$ cat src/lvp_pkg.sv
`timescale 1ns / 1ps
// Shared types, widths and codes of the point-in-solid visibility block.
package lvp_pkg;

  localparam int unsigned COORD_W    = 32;
  localparam int unsigned DIFF_W     = 33;
  localparam int unsigned AXIS_W     = 16;
  localparam int unsigned PROD_W     = 49;
  localparam int unsigned PROJ_W     = 51;
  localparam int unsigned PQ_W       = 36;
  localparam int unsigned QP_W       = 52;
  localparam int unsigned OFF_W      = 37;
  localparam int unsigned PERP_W     = 38;
  localparam int unsigned MAG_W      = 32;
  localparam int unsigned SQ_W       = 64;
  localparam int unsigned SUM_W      = 66;
  localparam int unsigned HALF_W     = 46;
  localparam int unsigned POSW_W     = 52;
  localparam int unsigned POS_W      = 32;
  localparam int unsigned RCF_W      = 64;
  localparam int unsigned RC_W       = 48;
  localparam int unsigned FRAC_SH    = 15;
  localparam int unsigned MARGIN_W   = 16;
  localparam int unsigned CFG_IDX_W  = 3;
  localparam int unsigned CFG_DATA_W = 48;
  localparam int unsigned N_AXES     = 3;
  localparam int unsigned PIPE_DEPTH = 7;

  localparam logic [MARGIN_W-1:0] MARGIN_RESET = 16'd66;

  typedef enum logic [1:0] {
    KIND_NONE,
    KIND_SPHERE,
    KIND_CYLINDER,
    KIND_CONE
  } kind_e;

  typedef enum logic [CFG_IDX_W-1:0] {
    REG_KIND,
    REG_CENTER_X,
    REG_CENTER_Y,
    REG_CENTER_Z,
    REG_AXIS,
    REG_RADIUS,
    REG_HEIGHT,
    REG_MARGIN
  } reg_idx_e;

  typedef struct packed {
    kind_e                kind;
    logic [COORD_W-1:0]   center_x;
    logic [COORD_W-1:0]   center_y;
    logic [COORD_W-1:0]   center_z;
    logic [CFG_DATA_W-1:0] axis;
    logic [COORD_W-1:0]   radius;
    logic [COORD_W-1:0]   height;
    logic [MARGIN_W-1:0]  margin;
  } cfg_t;

endpackage

$ cat src/lvp_cfg.sv
`timescale 1ns / 1ps
// Configuration register file of the point-in-solid block.
module lvp_cfg (
  input  logic                              clk_i,
  input  logic                              rst_ni,
  input  logic                              cfg_we_i,
  input  logic [lvp_pkg::CFG_IDX_W-1:0]     cfg_idx_i,
  input  logic [lvp_pkg::CFG_DATA_W-1:0]    cfg_data_i,
  output lvp_pkg::cfg_t                     cfg_o
);

  lvp_pkg::cfg_t cfg_q;

  always_ff @(posedge clk_i or negedge rst_ni) begin
    if (!rst_ni) begin
      cfg_q <= '{kind: lvp_pkg::KIND_NONE, margin: lvp_pkg::MARGIN_RESET, default: '0};
    end else if (cfg_we_i) begin
      unique case (lvp_pkg::reg_idx_e'(cfg_idx_i))
        lvp_pkg::REG_KIND:     cfg_q.kind     <= lvp_pkg::kind_e'(cfg_data_i[1:0]);
        lvp_pkg::REG_CENTER_X: cfg_q.center_x <= cfg_data_i[lvp_pkg::COORD_W-1:0];
        lvp_pkg::REG_CENTER_Y: cfg_q.center_y <= cfg_data_i[lvp_pkg::COORD_W-1:0];
        lvp_pkg::REG_CENTER_Z: cfg_q.center_z <= cfg_data_i[lvp_pkg::COORD_W-1:0];
        lvp_pkg::REG_AXIS:     cfg_q.axis     <= cfg_data_i;
        lvp_pkg::REG_RADIUS:   cfg_q.radius   <= cfg_data_i[lvp_pkg::COORD_W-1:0];
        lvp_pkg::REG_HEIGHT:   cfg_q.height   <= cfg_data_i[lvp_pkg::COORD_W-1:0];
        lvp_pkg::REG_MARGIN:   cfg_q.margin   <= cfg_data_i[lvp_pkg::MARGIN_W-1:0];
        default: ;
      endcase
    end
  end

  assign cfg_o = cfg_q;

endmodule

$ cat config.mk
export PLATFORM = sky130hd
export DESIGN_NAME = lvp_cfg
export DESIGN_NICKNAME = d
export VERILOG_FILES = /design/src/lvp_pkg.sv /design/src/lvp_cfg.sv
export SDC_FILE = /design/constraint.sdc
export NUM_CORES = 1
export LEC_CHECK = 0
export BUFFER_PORTS_ARGS = -buffer_cell sky130_fd_sc_hd__buf_4
export CAP_MARGIN = 10
export CORE_MARGIN = 4
export CORE_UTILIZATION = 43
export DETAILED_ROUTE_END_ITERATION = 7
export GPL_ROUTABILITY_DRIVEN = 0
export GPL_TIMING_DRIVEN = 0
export MAX_ROUTING_LAYER = met4
export PLACE_DENSITY = 0.74
export SKIP_CTS_REPAIR_TIMING = 1
export SLEW_MARGIN = 20
export SYNTH_ARGS = -nofsm -noshare
export SYNTH_HDL_FRONTEND = slang
export SYNTH_SLANG_ARGS = --single-unit
$ cat constraint.sdc
create_clock -name clk_i -period 0.8 [get_ports clk_i]
set_input_delay 0.12 -clock clk_i [delete_from_list [all_inputs] [get_ports clk_i]]
set_output_delay 0.12 -clock clk_i [all_outputs]
set_load 0.03 [all_outputs]
==> run_results.csv <==
group,metric,value,unit
run_status,outcome,"finished, violations left",
run_status,violations,"negative hold slack, negative setup slack",
global_routing,grt_use_total,20.31,%
sta,maxSlewViolCount,0,
finish,area_delta_synth_final,70.85,%
clock_tree,cts_tree,"done",
pwr,pwr_density_cell,3087,mW/mm^2
drt,antenna_left,0,
worst_hold_path,hold_path_class,"in -> async",
sta,tightest_slew,515.7,ps
sta,setup_violations,358,
synthesis,yosysTopAreaCellShare,64.52,%
finish,ff_latch_area,0.005658,mm^2
floorplan,dieArea,0.02254,mm^2
synthesis,yosysSeqAreaShare,65.12,%
sta,slew_headroom,65.62,%
worst_setup_path,slowest_stage,"dfstp_2",
finish,final_cell_mix,"buf_6 (285), dfrtp_1 (224), mux2_4 (125)",
synthesis,syn-instance-count,487,
drt,drc,0,
floorplan,row_count,51,
worst_setup_path,endpoint_kind,"output port",
drt,drt_iter0_markers,262,
drt,vias_per_cell,5.047,
synthesis,yosysUniqueCellTypes,13,
synthesis,avgSynthCellArea,17.84,um^2
pwr,switching_share,33.62,%
sta,fmax,774.8,MHz
global_routing,grt_max_degree,98,
worst_setup_path,cp_num_buf_inv,1,
clock_tree,root_buffer,"clkbuf_16",
drt,wl_per_cell,24.02,um
pwr,p_comb_share,39.1,%
floorplan,core-area,0.01965,mm^2
synthesis,syn_area,0.008688,mm^2
global_routing,grt-ovfl-total,0,
sta,period_share,161.3,%
pwr,power,0.04582,W
floorplan,initial_core_util,44.21,%
pwr,p_clk_share,25.4,%
run,drv_cap,0,
worst_setup_path,critPathTopFamily,"flip-flops",
sta,hold_viol_final,224,
drt,dr.pass1.iters,4,
synthesis,synth_largest_area_cell,"dfrtp_1",
clock_tree,worst_skew_pair.late_latency,500,ps
floorplan,die_w,150.1,um
sta,post-route-min-period,1291,ps
synthesis,synthTopCellsByArea,"dfrtp_1 (65%), mux2_2 (26%), mux2_4 (4.1%), buf_6 (2.1%), buf_12 (0.69%)",
pwr,seqPwrFrac,35.5,%
sta,rsz0062_at_grt,"yes",
floorplan,num_io_pins,280,
worst_setup_path,arrival,1170,ps
global_routing,antenna_found_initial,1,
floorplan,die_h,150.1,um
finish,nets,993,
global_routing,grt_pass1_vias,5903,
global_routing,grt_pass1_wl,34850,um
worst_setup_path,critPathMaxStageDelay,540,ps
finish,multiInputGateArea,0.003146,mm^2
clock_tree,cts_max_level,1,
sta,setup_slack,-490.7,ps
drt,wl,29370,um
synthesis,ys_warn_count,0,
pwr,irDropWorstVdd,0.001800,V
drt,num_vias,6172,
clock_tree,clkTransAtPathRegs,60,ps
pwr,p_switching,0.01540,W
synthesis,mappedNetlistNets,541,
clock_tree,cts_buffer_depth,3,
finish,drive_gt1_share,70.85,%
placement,dp_slack,-584.8,ps
worst_setup_path,worstSetupPathType,"reg -> out",
clock_tree,cts_inserted_buffers,24,
sta,skew,0,ps
pwr,power.leakage,7.141,nW
finish,fill_cells,1077,
worst_setup_path,worstPathRequired,680,ps
synthesis,synth-seq-cells,226,
pwr,intPower,0.03041,W
finish,largest_register_ffs,226,
placement,place_hpwl,16470,um
placement,io_buffer_count,275,
worst_setup_path,critPathMaxFanout,2,
sta,whs,-500.1,ps
worst_setup_path,cp_cell_sequence,"buf_6",
worst_setup_path,cp-start-kind,"register",
finish,layout_commonest_cell,"buf_6",
clock_tree,cts.sinks,226,
-- cell usage after synthesis --
cell      count
dfrtp_1     224
mux2_2      202
mux2_4       24
buf_6        16
buf_2         5
buf_12        3
buf_4         3
nand4b_2      3
and4bb_1      2
dfstp_2       2
and4bb_4      1
nand4_2       1
nor4b_1       1
-- metrics by stage --
stage	instances	hold slack, ps	TNS (ps)	cell area, um^2	utilization (%)
3_5_place_dp	1029	27.09	-111350	11430	58.17
2_1_floorplan	487	-175.6	-73990	8975	-
5_1_grt	1223	-489.8	-103910	14840	75.53
4_1_cts	1073	-498.5	-90680	12270	62.43
6_report	1223	-500.1	-95000	14840	75.53
3_3_place_gp	1027	356.3	-518800	11370	57.86
-- path summary, 6_finish.rpt --
path | from | endpoint | slack, ps | cells after the start
setup / recovery | cfg_o[1]$_DFFE_PN1P_ | cfg_o[1] | -490 | 1
hold / removal | rst_ni | cfg_o[218]$_DFFE_PN0P_ | -500 | 1
setup reg to reg | cfg_o[129]$_DFFE_PN0P_ | cfg_o[129]$_DFFE_PN0P_ | -170 | 2
hold reg to reg | cfg_o[40]$_DFFE_PN0P_ | cfg_o[40]$_DFFE_PN0P_ | 530 | 1
max in group asynchronous | rst_ni | cfg_o[6]$_DFFE_PN1P_ | 490 | 2
min in group clk_i | cfg_idx_i[0] | cfg_o[224]$_DFFE_PN0P_ | 20 | 3
-- metal layers --
| layer | GRT usage (%) | up-vias | routed length, um |
|---|---|---|---|
| li1 | - | 2635 | - |
| met3 | 4.214 | 46 | 2254 |
| met1 | 25.93 | 3239 | 11620 |
| met5 | - | - | 0 |
| met2 | 33.45 | 252 | 14850 |
| met4 | 5.261 | 0 | 648 |
-- cell type report --
type | instances | area share, %
sequential | 226 | 38.12
clock inverter | 9 | 0.8260
timing repair buffer | 426 | 30.13
clock buffer | 35 | 4.804
antenna | 1 | 0.01686
buffer | 27 | 2.680
tap | 265 | 2.234
multi-input combinational | 234 | 21.19
-- power groups by stage --
| stage | sequential, W | clock [W] | combinational, W |
|---|---|---|---|
| global placement | 0.0155 | 0 | 0.0134 |
| CTS | 0.0155 | 0.0117 | 0.0137 |
| finish | 0.0163 | 0.0116 | 0.0179 |
| floorplan | 0.0205 | 0 | 0.00298 |
| detailed placement | 0.0157 | 0 | 0.0137 |
| global route | 0.0165 | 0.0123 | 0.0186 |
-- cell families after synthesis --
family                 count (synthesis)  synth area share, %
muxes                                226                30.33
DFF                                  226                65.12
buffers and inverters                 27                3.312
and+or+nand+nor                        8                1.238
Note: power is estimated with default switching activity, not from simulation.
